<file path="src/hdl/brl_pkg.sv">
`default_nettype none

package brl_pkg;

	localparam int SCREEN_SIZE = 64;
	localparam int COORD_W     = $clog2(SCREEN_SIZE);
	// Decision variable: two coordinate differences doubled, plus sign and headroom
	localparam int D_W         = COORD_W + 4;
	localparam int COLOR_W     = 24;

	typedef logic [COORD_W-1:0] coord_t;
	typedef logic [COLOR_W-1:0] color_t;

	typedef struct packed {
		logic load;
		logic step;
	} brl_cmd_t;

	typedef struct packed {
		logic walk_done;
	} brl_status_t;

	// Saturate a coordinate to the last pixel of the screen
	function automatic coord_t clamp_coord(input coord_t v);
		coord_t lim;
		lim = COORD_W'(SCREEN_SIZE - 1);
		return (v > lim) ? lim : v;
	endfunction

endpackage

`default_nettype wire

</file>
<file path="src/hdl/brl_ctrl.sv">
`default_nettype none

module brl_ctrl (
	input  wire logic              clk,
	input  wire logic              arst_n,
	input  wire logic              seg_valid,
	output logic                   seg_stall,
	output logic                   pix_valid,
	input  wire logic              pix_stall,
	input  wire brl_pkg::brl_status_t status,
	output brl_pkg::brl_cmd_t      cmd
);
	import brl_pkg::*;

	localparam logic ST_IDLE = 1'b0;
	localparam logic ST_BUSY = 1'b1;

	logic state_q;
	logic pix_valid_q;
	logic slot_free;

	assign slot_free = !pix_valid_q || !pix_stall;
	assign seg_stall = (state_q != ST_IDLE);
	assign pix_valid = pix_valid_q;

	always_comb begin
		cmd.load = 1'b0;
		cmd.step = 1'b0;
		case (state_q)
			ST_IDLE: cmd.load = seg_valid;
			ST_BUSY: cmd.step = slot_free;
			default: begin
				cmd.load = 1'b0;
				cmd.step = 1'b0;
			end
		endcase
	end

	always_ff @(posedge clk or negedge arst_n) begin
		if (!arst_n) begin
			state_q     <= ST_IDLE;
			pix_valid_q <= 1'b0;
		end else begin
			case (state_q)
				ST_IDLE: if (seg_valid) state_q <= ST_BUSY;
				ST_BUSY: if (slot_free && status.walk_done) state_q <= ST_IDLE;
				default: state_q <= ST_IDLE;
			endcase
			if (cmd.step) begin
				pix_valid_q <= 1'b1;
			end else if (!pix_stall) begin
				pix_valid_q <= 1'b0;
			end
		end
	end

endmodule

`default_nettype wire

</file>
<file path="src/hdl/brl_datapath.sv">
`default_nettype none

module brl_datapath (
	input  wire logic                 clk,
	input  wire logic                 arst_n,
	input  wire brl_pkg::brl_cmd_t    cmd,
	output brl_pkg::brl_status_t      status,
	input  wire brl_pkg::coord_t      start_x,
	input  wire brl_pkg::coord_t      start_y,
	input  wire brl_pkg::coord_t      end_x,
	input  wire brl_pkg::coord_t      end_y,
	input  wire logic                 cfg_wr,
	input  wire brl_pkg::color_t      cfg_color,
	output brl_pkg::coord_t           pixel_x,
	output brl_pkg::coord_t           pixel_y,
	output brl_pkg::color_t           pixel_color,
	output logic                      last_pixel
);
	import brl_pkg::*;

	coord_t sx, sy, ex, ey;
	coord_t x0, y0, x1, y1;
	logic [COORD_W:0] dx, ady;
	logic signed [COORD_W:0] dy;
	logic signed [D_W-1:0] dy_ext, dx_ext, d_init;
	logic major_y, y_pos;

	coord_t x_q, y_q, x1_q, y1_q;
	logic signed [D_W-1:0] d_q, two_dy_q, two_dx_q, d_next;
	logic major_y_q, y_pos_q;
	coord_t x_next, y_next;
	color_t color_q;

	coord_t pix_x_q, pix_y_q;
	color_t pix_color_q;
	logic   pix_last_q;

	// Order the endpoints left to right; a vertical segment keeps its order
	always_comb begin
		sx = clamp_coord(start_x);
		sy = clamp_coord(start_y);
		ex = clamp_coord(end_x);
		ey = clamp_coord(end_y);
		if (sx > ex) begin
			x0 = ex; y0 = ey; x1 = sx; y1 = sy;
		end else begin
			x0 = sx; y0 = sy; x1 = ex; y1 = ey;
		end
		dx      = {1'b0, x1} - {1'b0, x0};
		dy      = $signed({1'b0, y1}) - $signed({1'b0, y0});
		ady     = dy[COORD_W] ? (COORD_W+1)'(0) - dy : dy;
		major_y = ady > dx;
		y_pos   = !dy[COORD_W] && (dy != '0);
		dy_ext  = {{(D_W-COORD_W-1){dy[COORD_W]}}, dy};
		dx_ext  = {{(D_W-COORD_W-1){1'b0}}, dx};
		case ({major_y, y_pos})
			2'b01:   d_init = dy_ext + dy_ext - dx_ext;
			2'b00:   d_init = dy_ext + dy_ext + dx_ext;
			2'b11:   d_init = dy_ext - dx_ext - dx_ext;
			default: d_init = dy_ext + dx_ext + dx_ext;
		endcase
	end

	assign status.walk_done = major_y_q ? (y_q == y1_q) : (x_q == x1_q);

	// One step of the four-octant walk
	always_comb begin
		x_next = x_q;
		y_next = y_q;
		d_next = d_q;
		case ({major_y_q, y_pos_q})
			2'b01: begin
				x_next = x_q + COORD_W'(1);
				if (d_q > 0) begin
					y_next = y_q + COORD_W'(1);
					d_next = d_q + two_dy_q - two_dx_q;
				end else begin
					d_next = d_q + two_dy_q;
				end
			end
			2'b00: begin
				x_next = x_q + COORD_W'(1);
				if (d_q < 0) begin
					y_next = y_q - COORD_W'(1);
					d_next = d_q + two_dy_q + two_dx_q;
				end else begin
					d_next = d_q + two_dy_q;
				end
			end
			2'b11: begin
				y_next = y_q + COORD_W'(1);
				if (d_q < 0) begin
					x_next = x_q + COORD_W'(1);
					d_next = d_q + two_dy_q - two_dx_q;
				end else begin
					d_next = d_q - two_dx_q;
				end
			end
			default: begin
				y_next = y_q - COORD_W'(1);
				if (d_q > 0) begin
					x_next = x_q + COORD_W'(1);
					d_next = d_q + two_dy_q + two_dx_q;
				end else begin
					d_next = d_q + two_dx_q;
				end
			end
		endcase
	end

	always_ff @(posedge clk or negedge arst_n) begin
		if (!arst_n) begin
			color_q <= '0;
		end else if (cfg_wr) begin
			color_q <= cfg_color;
		end
	end

	always_ff @(posedge clk) begin
		if (cmd.load) begin
			x_q       <= x0;
			y_q       <= y0;
			x1_q      <= x1;
			y1_q      <= y1;
			d_q       <= d_init;
			two_dy_q  <= dy_ext + dy_ext;
			two_dx_q  <= dx_ext + dx_ext;
			major_y_q <= major_y;
			y_pos_q   <= y_pos;
		end else if (cmd.step && !status.walk_done) begin
			x_q <= x_next;
			y_q <= y_next;
			d_q <= d_next;
		end
		if (cmd.step) begin
			pix_x_q     <= status.walk_done ? x1_q : x_q;
			pix_y_q     <= status.walk_done ? y1_q : y_q;
			pix_last_q  <= status.walk_done;
			pix_color_q <= color_q;
		end
	end

	assign pixel_x     = pix_x_q;
	assign pixel_y     = pix_y_q;
	assign pixel_color = pix_color_q;
	assign last_pixel  = pix_last_q;

endmodule

`default_nettype wire

</file>
<file path="src/hdl/bresenham_line_rasterizer.sv">
`default_nettype none

// Line rasteriser: takes one segment (start_x/start_y, end_x/end_y) per transaction
// and returns one transaction per pixel, walking left to right with an integer
// Bresenham decision variable; vertical segments run from the start toward the end.
// The exact end point is always the final pixel and carries last_pixel. A segment
// produces (longer axis length + 1) pixels, one per cycle while the pixel side does
// not stall, and a new segment is taken only once the walk of the previous one has
// reached its end point; the walk unit advances one pixel per cycle while the pixel
// side does not stall. The final pixel may still wait in the output register
// when the next segment is accepted. Every pixel carries draw_color; write it only
// while no segment is in flight. draw_color resets to zero.
module bresenham_line_rasterizer (
	input  wire logic             clk,
	input  wire logic             arst_n,
	// Segment channel
	input  wire logic             seg_valid,
	output logic                  seg_stall,
	input  wire brl_pkg::coord_t  start_x,
	input  wire brl_pkg::coord_t  start_y,
	input  wire brl_pkg::coord_t  end_x,
	input  wire brl_pkg::coord_t  end_y,
	// Pixel channel
	output logic                  pix_valid,
	input  wire logic             pix_stall,
	output brl_pkg::coord_t       pixel_x,
	output brl_pkg::coord_t       pixel_y,
	output brl_pkg::color_t       pixel_color,
	output logic                  last_pixel,
	// Colour register write channel
	input  wire logic             cfg_valid,
	output logic                  cfg_ready,
	input  wire brl_pkg::color_t  draw_color
);
	import brl_pkg::*;

	brl_cmd_t    cmd;
	brl_status_t status;

	// Always take colour writes; they land in a single register
	assign cfg_ready = 1'b1;

	brl_ctrl u_ctrl (
		.clk       (clk),
		.arst_n    (arst_n),
		.seg_valid (seg_valid),
		.seg_stall (seg_stall),
		.pix_valid (pix_valid),
		.pix_stall (pix_stall),
		.status    (status),
		.cmd       (cmd)
	);

	brl_datapath u_datapath (
		.clk         (clk),
		.arst_n      (arst_n),
		.cmd         (cmd),
		.status      (status),
		.start_x     (start_x),
		.start_y     (start_y),
		.end_x       (end_x),
		.end_y       (end_y),
		.cfg_wr      (cfg_valid && cfg_ready),
		.cfg_color   (draw_color),
		.pixel_x     (pixel_x),
		.pixel_y     (pixel_y),
		.pixel_color (pixel_color),
		.last_pixel  (last_pixel)
	);

endmodule

`default_nettype wire
</file>
<file path="config.mk">
export PLATFORM = sky130hd
export DESIGN_NAME = bresenham_line_rasterizer
export DESIGN_NICKNAME = d
export VERILOG_FILES = /design/src/hdl/brl_pkg.sv /design/src/hdl/brl_ctrl.sv /design/src/hdl/brl_datapath.sv /design/src/hdl/bresenham_line_rasterizer.sv
export SDC_FILE = /design/constraint.sdc
export NUM_CORES = 1
export LEC_CHECK = 0
export BUFFER_PORTS_ARGS = -buffer_cell sky130_fd_sc_hd__buf_2
export CAP_MARGIN = 10
export CORE_MARGIN = 5
export CORE_UTILIZATION = 41
export CTS_CLUSTER_SIZE = 16
export DETAILED_ROUTE_END_ITERATION = 10
export PLACE_DENSITY = 0.65
export SYNTH_ARGS = -nofsm -noshare
export SYNTH_HDL_FRONTEND = slang
export SYNTH_SLANG_ARGS = --single-unit
</file>
<file path="constraint.sdc">
create_clock -name clk -period 9.1 [get_ports clk]
set_input_delay 0.455 -clock clk [delete_from_list [all_inputs] [get_ports clk]]
set_output_delay 0.455 -clock clk [all_outputs]
set_load 0.05 [all_outputs]
</file>
# Yosys cells after proc, flatten, opt, wreduce, memory -nomap -nowiden
# Index checks and enable logic that the tools add are counted.
# Widths: inputs -> output; s select.
# word_totals
regBits	119
in_bits	53
output_inout_bits	40
word_cells	107
# op_classes
n_addsub	19
magnitude_cmp	8
eq_ne	10
muxes	37
n_bitwise	1
n_reduce_logical	16
# op_table
cell	count
$mux 6	18
$mux 10	6
$pmux 10 s3	2
$add 10x10->10	3
$gt 6x6->1 const B	4
$add 10x8->10	2
$sub 10x10->10	2
$sub 10x8->10	2
$pmux 6 s3	1
$add 7x7->8	2
$sub 6x6->7	2
$add 6x1->6 const B	2
$eq 6x6->1	2
$pmux 6 s2	1
$gt 10x1->1 const B	1
$lt 10x1->1 const B	1
$add 7x8->9	1
$ne 3x2->1 const B	3
$sub 7x8->9	1
$gt 7x7->1	1
$mux 1	7
$mux 7	1
$reduce_bool 7->1	1
$sub 1x7->7 const A	1
other kinds (15)	24

# Longest topological paths before layout
# Gate-level depths: netlist of run 1.
# logic_depth
ltp_word	11
ltp_mapped	41
mapped_depth_nobuf	36

# Hierarchy
# Synthesis of run 1 repeated with hierarchy kept, for this count alone.
# hier_totals
cells_unflattened	1019
area_unflattened_um2	9402.8
# by_module_without_submodules
module	instances	cells_per_inst	area_each_um2	seq_area_each_um2
brl_datapath	1	1009	9305.2	3213.1
brl_ctrl	1	8	86.3	50.0
bresenham_line_rasterizer	1	2	11.3	0.0

# Worst setup path before layout of run 1
# OpenSTA, ideal clock, no wires.
# synth_path
kind	input-to-reg
start	in start_x[5]
end	reg u_datapath.d_q[8], data pin
setup_ns	0.312
t_arrival_ns	7.441
t_required_ns	8.788
setup_slack_ns	1.347
path_stages	38
path_buffers	6
path_cell_list	clkbuf_1 > ha_1 > buf_2 > nand2_1 > a21o_1 > a21oi_2 > clkbuf_1 > buf_1 > mux2i_1 > ha_1 > inv_1 > ha_1 > o31ai_4 > a31oi_1 > xnor2_1 > inv_1 > xnor2_1 > ha_1 > [... 2 more ...] > a221oi_1 > a41o_1 > clkbuf_1 > inv_1 > nand2_1 > clkbuf_1 > o21ai_0 > ha_1 > nor2b_1 > o21ai_0 > nand2b_1 > and2_1 > o21ai_0 > nand2b_1 > a211oi_1 > xnor2_1 > mux2i_1 > a21oi_1
# synth_between
elab_chain_cells	11
word_cells_on_any_way	27
cone_classes	add/sub (10); order compare (3); eq/ne (2); mux (8); reduce/logical (4)
# synth_lines
item	line_no	rtl
from (decl)	bresenham_line_rasterizer.sv:19	input wire brl_pkg::coord_t start_x,
$gt 6x6->1	brl_pkg.sv:27	return (v > lim) ? lim : v;
$mux 6 (*)	brl_pkg.sv:27	
$gt 6x6->1 (*)	brl_datapath.sv:44	if (sx > ex) begin
$mux 6	brl_datapath.sv:44	
$sub 6x6->7 (*)	brl_datapath.sv:50	dy = $signed({1'b0, y1}) - $signed({1'b0, y0});
via u_datapath.dy[4]	brl_datapath.sv:24	logic signed [COORD_W:0] dy;
$sub 1x7->7	brl_datapath.sv:51	ady = dy[COORD_W] ? (COORD_W+1)'(0) - dy : dy;
$mux 7 (*)	brl_datapath.sv:51	
$gt 7x7->1 (*)	brl_datapath.sv:52	major_y = ady > dx;
via u_datapath.major_y	brl_datapath.sv:26	logic major_y, y_pos;
$eq 2x2->1 (tied with other cells)	brl_datapath.sv:56	case ({major_y, y_pos})
$pmux 10 s3 (*)	brl_datapath.sv:56	
$mux 10 (*)	brl_datapath.sv:120	if (cmd.load) begin
to (signal assigned)	brl_datapath.sv:125	d_q <= d_init;
to (signal assigned)	brl_datapath.sv:133	d_q <= d_next;
to (decl)	brl_datapath.sv:29	logic signed [D_W-1:0] d_q, two_dy_q, two_dx_q, d_next;
# Mark *: on every way through the listed nets, which the timed path passes. The rest lies on a longest branch.
# A chain may end at the register's enable or synchronous reset.

# Worst setup path after layout of run 1
# layout_path
start	in end_x[1]
end	reg u_datapath.d_q[8], data pin
# layout_between
elab_chain_cells	11
word_cells_on_any_way	27
cone_classes	add/sub (10); order compare (3); eq/ne (2); mux (8); reduce/logical (4)
# layout_lines
item	line_no	rtl
from (decl)	bresenham_line_rasterizer.sv:21	input wire brl_pkg::coord_t end_x,
$gt 6x6->1	brl_pkg.sv:27	
$mux 6 (*)	brl_pkg.sv:27	
$gt 6x6->1	brl_datapath.sv:44	
$mux 6	brl_datapath.sv:44	
$sub 6x6->7	brl_datapath.sv:50	
$sub 1x7->7	brl_datapath.sv:51	
$mux 7	brl_datapath.sv:51	
$gt 7x7->1 (*)	brl_datapath.sv:52	
via u_datapath.major_y	brl_datapath.sv:26	
$eq 2x2->1 (tied with other cells)	brl_datapath.sv:56	
$pmux 10 s3 (*)	brl_datapath.sv:56	
$mux 10 (*)	brl_datapath.sv:120	
# Marked as above.

==> summary.txt, run 1 <==
Run status
  • Run status: finished clean

Timing
  • Minimum clock period after layout: around 7.9 ns
  • Worst-Margin Slew: 1.13 ns
  • Hold slack: ~0.037 ns
  • Hold violation count in the final report: 0
  • Clock Skews: 0.00593 ns
  • Number of endpoints failing setup at the final stage: 0
  • Crit share post-route: 86.6%
  • Unrepaired setup endpoints after global routing: false
  • Total negative setup slack: 0 ns
  • Max Freq: 127 MHz
  • Count of pins over their slew limit: 0
  • Max_slew headroom: about a quarter

Drt
  • Remaining design rule violation count: 0
  • Via-per-instance ratio: roughly 5.4
  • Top layer in use: met4
  • Number of antenna-violating nets in the routed design: 0
  • Met2 routed WL: ~10 mm
  • Count of TritonRoute iterations in the first routing pass: 5
  • Routed wl met3: approximately 1.4 mm
  • Avg WL per Cell: roughly 17 um
  • Vias post-DR: ~7500
  • Detailed router's first-iteration violation count: 633
  • Met1 routed wirelength after detailed routing: 11.2 mm
  • Total length of routed wires: 23.2 mm

Logic synthesis
  • Post-synth top area cell: sky130_fd_sc_hd__edfxtp_1
  • Complex-gate fraction of the synthesized area: approximately 19%
  • Net count of the mapped netlist: ~1100
  • Synth cell types: 77
  • Simple logic cell fraction of the synthesized area: approximately 14%
  • Adder and majority gate portion of the synthesized area: between 10% and 20%
  • Cell types with the highest counts after synthesis: sky130_fd_sc_hd__nand2_1, sky130_fd_sc_hd__ha_1, sky130_fd_sc_hd__edfxtp_1, sky130_fd_sc_hd__nor2_1, sky130_fd_sc_hd__a21oi_1
  • Proportion of register bits with asynchronous set or reset after synthesis: between 20% and 30%
  • Number of enable-type register cells in the synthesized netlist: between 80 and 90
  • Number of storage elements in the synthesis netlist: about 110
  • Post-synthesis sequential area ratio: a little over a third
  • Most repeated cell in the gate-level netlist after synthesis: sky130_fd_sc_hd__nand2_1
  • Average footprint of a synthesized cell: roughly 9.4 um2
  • Parity-gate share of the synthesized area counting xor and xnor cells: roughly 7.8%
  • Top_reg_cell synth: sky130_fd_sc_hd__edfxtp_1
  • Count of synthesis-stage warnings from yosys: 0
  • Number of standard cells after synthesis: 996
  • Post-synth design cell area: between 0.009 and 0.01 mm2
  • Area share of the largest cell type after synthesis: 28.0%
  • Combinational family with the most area after synthesis: compound AO/OA/AOI/OAI gates
  • Biggest area contributors in the synthesized netlist: sky130_fd_sc_hd__edfxtp_1, sky130_fd_sc_hd__ha_1, sky130_fd_sc_hd__dfrtp_1, sky130_fd_sc_hd__xnor2_1, sky130_fd_sc_hd__nand2_1
  • Mux share of post-synthesis cell area: between 6 and 7%

Power and ir drop
  • Switching share of power: roughly 45%
  • Combinational share of power: a little over three fifths
  • Max rail drop VDD: around 0.00022 V
  • Part of the total power dissipated in sequential elements: about a fifth
  • Net switching power: around 1.8 mW
  • Part of the power in the clock network: approximately 18%
  • Int Pwr: about 2.2 mW
  • Leakage power summed over all cells: ~4.6 nW
  • Areal power density over the cells: 371 mW/mm2
  • Overall power: between 3 and 4 mW

GRT
  • Initial antenna violation count: 0
  • Remaining global-route overflow: 0
  • Number of global-route vias before repair: between 7000 and 8000
  • Combined global-route utilization of all metal layers: between 10% and 20%
  • Global-route wire length before repair: about 37 mm
  • Largest net degree at the start of global routing: 40

Clock tree
  • Maximum buffer depth of the clock tree: 2
  • Quantity of hold-fixing buffers added after cts: 0
  • Number of post-CTS setup repair buffers: 0
  • Clock edge transition at the registers on the reported setup and hold paths: 0.06 ns
  • Clock tree root driver cell: sky130_fd_sc_hd__clkbuf_16
  • Sinks on the clock net: 113
  • TritonCTS clock tree: done
  • TritonCTS Buffers: 17
  • Total number of H-tree levels: 4
  • Clock network latency to the later pin of the worst-skew pair: 0.41 ns
  • Resize count post-CTS: 0

Die
  • Die Span X: between 150 and 200 um
  • Count of boundary I/O pins: 93
  • Num rows: 55
  • Die footprint: 0.0259 mm2
  • Die outline height: between 150 and 200 um
  • Core outline area: around 0.023 mm2
  • Effective utilization at floorplan: between 40% and 50%

Min path
  • Worst hold path type: in2async

Cells and area
  • Final-layout fill cell count: roughly 2100
  • Final #Nets: ~1200
  • Fraction of layout cells with a size suffix above 1: approximately 17%
  • Area growth, synth to finish: 14.6%
  • Count of inserted antenna diode cells: 0
  • Final standard cell area without fillers: 0.0107 mm2

Job
  • Max-capacitance violation count: 0

Worst setup path
  • Slowest library cell on the worst path: sky130_fd_sc_hd__nand2_1
  • Maximum fanout count along the critical path: 24
  • Worst Path Required: slightly above 9 ns
  • Launch point of the worst path: end_x[1]
  • Worst setup path class: in2reg
  • Startpoint kind of the worst setup timing path: input port
  • Launch instance of the worst register-to-register path: u_datapath.d_q[1]
  • Data arrival time at the worst-slack endpoint: about 8.0 ns
  • Crit path largest cell delay: around 0.66 ns
  • Element type at the critical path end: flop
  • Most frequent cell on the critical path: sky130_fd_sc_hd__ha_1

Placed design
  • Final weighted congestion of routability-driven global placement: around 0.90
  • Count of buffers from port buffering: 91
  • Total cell area at the placement stage: between 0.01 and 0.015 mm2
  • Dpl hpwl: ~18 mm
-- state kept, by name, indices dropped and copies added, names as in the netlist, 7 cells and up --
name / cells
u_datapath.pixel_color: 24
u_datapath.d_q: 10
u_datapath.two_dx_q: 7
u_datapath.two_dy_q: 7
u_datapath.color_q: 24
-- worst paths after layout --
| path | endpoint | depth (start not counted) | slack, ns |
|---|---|---|---|
| worst max-delay path | u_datapath.d_q[8] | 35 | 1.22 |
| worst min-delay path | u_datapath.color_q[13] | 1 | 0.04 |
| worst max register to register | u_datapath.d_q[9] | 15 | 4.76 |
| worst min register to register | u_datapath.pixel_color[7] | 0 | 0.44 |
| max in group asynchronous | u_datapath.color_q[21] | 1 | 8.67 |
| min in group clk | u_datapath.color_q[13] | 2 | 0.27 |
-- through the flow --
| stage | instances | util (%) | worst slack [ns] |
|---|---|---|---|
| floorplan | 996 | - | 1.35 |
| global placement | 1343 | 44.7 | 1.07 |
| detailed placement | 1343 | 44.7 | 0.913 |
| CTS | 1375 | 47.5 | 1.32 |
| global route | 1375 | 47.5 | 0.441 |
| finish | 1375 | 47.5 | 1.22 |
-- cell families (layout without fill, tap and decap cells) --
kind of cell    Yosys count  after routing
other cells               1              1
flops                   113            113
fa+ha+maj                97             97
xor+xnor                 80             80
mux                      53             53
buf+inv                 107            201
compound gates          262            262
simple gates            283            283
-- per-layer routing --
| metal | track usage, % | vias up |
|---|---|---|
| li1 | - | 3739 |
| met1 | 25.7 | 3495 |
| met2 | 27.1 | 221 |
| met3 | 3.26 | 29 |
| met4 | 5.04 | 0 |
| met5 | 0 | - |
-- worst max-delay path, delay by kind of cell --
| kind | cells | cell delay (ns) |
|---|---|---|
| AO/OA/AOI/OAI | 11 | 2.84 |
| XOR/XNOR | 2 | 0.29 |
| adder cells (fa/ha/maj) | 5 | 1.32 |
| buffers and inverters | 5 | 0.61 |
| multiplexers | 1 | 0.14 |
| AND/OR/NAND/NOR | 11 | 2.34 |
-- cell usage in the layout, fill, tap and decap left out, types with 4 or more instances in the layout --
master	instances
sky130_fd_sc_hd__o211ai_1	6
sky130_fd_sc_hd__dfrtp_1	26
sky130_fd_sc_hd__o21bai_1	14
sky130_fd_sc_hd__nand4_1	6
sky130_fd_sc_hd__o22ai_1	6
sky130_fd_sc_hd__buf_2	91
sky130_fd_sc_hd__buf_4	9
sky130_fd_sc_hd__bufinv_16	4
sky130_fd_sc_hd__a21o_1	22
sky130_fd_sc_hd__nand2b_1	15
sky130_fd_sc_hd__xnor2_1	54
sky130_fd_sc_hd__nand2_1	113
sky130_fd_sc_hd__nand3_1	13
sky130_fd_sc_hd__o21a_1	14
sky130_fd_sc_hd__a31oi_1	17
sky130_fd_sc_hd__nor3_1	12
sky130_fd_sc_hd__nor2_1	78
sky130_fd_sc_hd__mux2i_1	17
sky130_fd_sc_hd__clkbuf_16	17
sky130_fd_sc_hd__inv_6	5
sky130_fd_sc_hd__and2_1	4
sky130_fd_sc_hd__a221oi_1	4
sky130_fd_sc_hd__o21ai_0	54
sky130_fd_sc_hd__inv_1	67
sky130_fd_sc_hd__a21oi_1	71
sky130_fd_sc_hd__nor2b_1	14
sky130_fd_sc_hd__edfxtp_1	87
sky130_fd_sc_hd__fa_1	8
sky130_fd_sc_hd__xor2_1	24
sky130_fd_sc_hd__ha_1	89
sky130_fd_sc_hd__and3_1	9
sky130_fd_sc_hd__mux2_2	33
sky130_fd_sc_hd__a211oi_1	12
-- cell type report --
type                            count  area [um2]  share of cell area, %
Clock inverter                     14         201                   1.88
Sequential cell                   113        3260                   30.5
Tap cell                          285         357                   3.33
Timing Repair Buffer              100         523                   4.89
Clock buffer                       18         429                   4.01
Multi-Input combinational cell    776        5660                   52.9
Inverter                           69         259                   2.42
-- power by group through the flow --
stage          logic (mW)  registers [mW]  clock network (mW)
3_5_place_dp         2.46           0.777                   0
4_1_cts              2.48           0.767               0.716
3_3_place_gp         2.44           0.773                   0
5_1_grt              2.79           0.778               0.742
6_report             2.49           0.768               0.704
2_1_floorplan        1.87           0.853                   0
No activity file was read; power rests on OpenSTA's default activity.
==> run 2: changes to the inputs <==
Settings changed: BUFFER_PORTS_ARGS -buffer_cell sky130_fd_sc_hd__buf_2 to -buffer_cell sky130_fd_sc_hd__buf_4, GPL_TIMING_DRIVEN from default to 1, TNS_END_PERCENT from default to 20.
==> run 2 against run 1 <==
Effect of this change: fmax increased by 0.47%; largest power group unchanged; critical endpoint unchanged; worst hold slack improved by 0.23 ns; largest cell class unchanged; routed wire length increased by 0.78%.
==> summary.txt, run 2 (synthesis gave the netlist of run 1 again) <==
Drt
  • Total length of routed wires: approximately 23 mm
  • Avg WL per Cell: about 17 um
  • Number of antenna-violating nets in the routed design: 0
  • Via-per-instance ratio: about 5.4
  • Remaining design rule violation count: 0
  • Vias post-DR: 7467
  • Count of TritonRoute iterations in the first routing pass: 6
  • Detailed router's first-iteration violation count: 595

Clock tree
  • Clock edge transition at the registers on the reported setup and hold paths: 0.06 ns
  • Quantity of hold-fixing buffers added after cts: 1
  • Clock network latency to the later pin of the worst-skew pair: roughly 0.42 ns
  • Sinks on the clock net: roughly 110
  • Resize count post-CTS: 0
  • Number of post-CTS setup repair buffers: 0
  • Total number of H-tree levels: 4
  • TritonCTS Buffers: 17
  • Maximum buffer depth of the clock tree: 2
  • TritonCTS clock tree: done
  • Clock tree root driver cell: sky130_fd_sc_hd__clkbuf_16

Worst setup path
  • Maximum fanout count along the critical path: 24
  • Crit path largest cell delay: about 0.66 ns
  • Most frequent cell on the critical path: sky130_fd_sc_hd__ha_1
  • FF-to-FF End: u_datapath.d_q[9]
  • Launch point of the worst path: start_x[5]
  • Data arrival time at the worst-slack endpoint: approximately 8 ns
  • Element type at the critical path end: flop
  • Slowest library cell on the worst path: sky130_fd_sc_hd__nand2_1
  • Reg2Reg Setup Slack: approximately 4.8 ns
  • Worst Path Required: between 9 and 10 ns
  • Worst setup path class: in2reg
  • Launch instance of the worst register-to-register path: u_datapath.d_q[1]
  • Number of cells on the worst reg-to-reg path: 15
  • Startpoint kind of the worst setup timing path: input port

Cells and area
  • Count of inserted antenna diode cells: 0
  • Area growth, synth to finish: 16.8%
  • Final #Nets: about 1200
  • Number of standard cells in the layout, taps in and fillers out: around 1400
  • Leading cell types in the layout, fill and taps excluded: sky130_fd_sc_hd__nand2_1, sky130_fd_sc_hd__buf_4, sky130_fd_sc_hd__ha_1, sky130_fd_sc_hd__edfxtp_1, sky130_fd_sc_hd__nor2_1
  • Most common cell after layout, fill and taps aside: sky130_fd_sc_hd__nand2_1
  • Final standard cell area without fillers: around 0.011 mm2
  • Final-layout fill cell count: 2094
  • Fraction of layout cells with a size suffix above 1: 17.2%

Die
  • Count of boundary I/O pins: 93
  • Die Span X: roughly 160 um
  • Effective utilization at floorplan: just over 40%
  • Die outline height: between 150 and 200 um
  • Core outline area: between 0.02 and 0.025 mm2
  • Num rows: 55
  • Die footprint: roughly 0.026 mm2

Power and ir drop
  • Max rail drop VDD: between 0.0002 and 0.00025 V
  • Int Pwr: roughly 2.2 mW
  • Leakage power summed over all cells: approximately 4.7 nW
  • Net switching power: about 1.8 mW
  • Switching share of power: between 40% and 50%
  • Part of the total power dissipated in sequential elements: 19.3%
  • Combinational share of power: 63.6%
  • Areal power density over the cells: 364 mW/mm2
  • Part of the power in the clock network: between 15 and 20%

Timing
  • Total negative setup slack: 0 ns
  • Hold slack: ~0.27 ns
  • Setup slack of the critical path after layout: 1.26 ns
  • Crit share post-route: a little under nine tenths
  • Count of pins over their slew limit: 0
  • Number of endpoints failing setup at the final stage: 0
  • Max_slew headroom: between 20% and 30%
  • Clock Skews: ~0.0049 ns
  • Unrepaired setup endpoints after global routing: false
  • Max Freq: between 100 and 150 MHz
  • Hold violation count in the final report: 0
  • Minimum clock period after layout: a little under 8 ns
  • Worst-Margin Slew: between 1 and 1.5 ns

Run status
  • Run status: finished clean

Min path
  • Start point of the worst hold path: draw_color[14]
  • Depth of the worst hold-timing path: 2
  • Worst hold endpoint: u_datapath.color_q[14]
  • Worst hold path type: in2reg

GRT
  • Global-route wire length before repair: between 30 and 40 mm
  • Remaining global-route overflow: 0
  • Largest net degree at the start of global routing: 54
  • Number of global-route vias before repair: 7357
  • Combined global-route utilization of all metal layers: a little under a fifth
  • Initial antenna violation count: 0

Placed design
  • Total cell area at the placement stage: between 0.01 and 0.015 mm2
  • Count of buffers from port buffering: between 90 and 100
  • Placed cells: between 1000 and 1500
  • Pre-CTS setup slack: ~0.87 ns
  • Final weighted congestion of routability-driven global placement: 0.880
  • Dpl hpwl: 18.3 mm

Job
  • Max-capacitance violation count: 0
## run 2: cell type report
class / instances / area, um2 / area share [%]
Multi-Input combinational cell: 776 / 5660 / 51.9
Sequential cell: 113 / 3260 / 29.9
Timing Repair Buffer: 100 / 753 / 6.91
Clock buffer: 18 / 429 / 3.94
Tap cell: 285 / 357 / 3.27
Inverter: 69 / 259 / 2.38
Clock inverter: 14 / 180 / 1.65
## run 2: worst max-delay path, delay by kind of cell
| family | cells | cell delay (ns) |
|---|---|---|
| xor gates and xnor gates | 2 | 0.28 |
| buffers and inverters | 4 | 0.56 |
| adders and majority gates | 5 | 1.46 |
| AOI/OAI and AO/OA | 11 | 2.55 |
| and+or+nand+nor | 11 | 2.49 |
| muxes | 1 | 0.16 |
## run 2: through the flow
step	power [mW]	utilization, %
floorplan	2.72	-
finish	3.97	48.5
CTS	3.96	48.5
detailed placement	3.26	45.7
global placement	3.25	45.7
global route	4.33	48.5
## run 2: power groups by stage
stage	combinational [mW]	clock [mW]	sequential, mW
6_report	2.52	0.678	0.768
5_1_grt	2.83	0.715	0.781
4_1_cts	2.50	0.690	0.767
3_5_place_dp	2.49	0	0.777
3_3_place_gp	2.47	0	0.774
2_1_floorplan	1.87	0	0.853
## run 2: worst max-delay path by stage
stage / end / depth (start not counted) / slack, ns
after global placement: u_datapath.d_q[9] / 32 / 1.09
after floorplan: u_datapath.d_q[8] / 38 / 1.35
after CTS: u_datapath.d_q[8] / 34 / 1.28
after detailed placement: u_datapath.d_q[8] / 34 / 0.87
after global routing: u_datapath.d_q[9] / 33 / 0.52
final: u_datapath.d_q[8] / 34 / 1.26
## run 2: metal layers
layer | track usage, % | share of wire (%)
met1 | 26.6 | 48
met5 | 0 | 0
met3 | 3.64 | 5.9
met2 | 27.6 | 44
met4 | 5.70 | 2.3
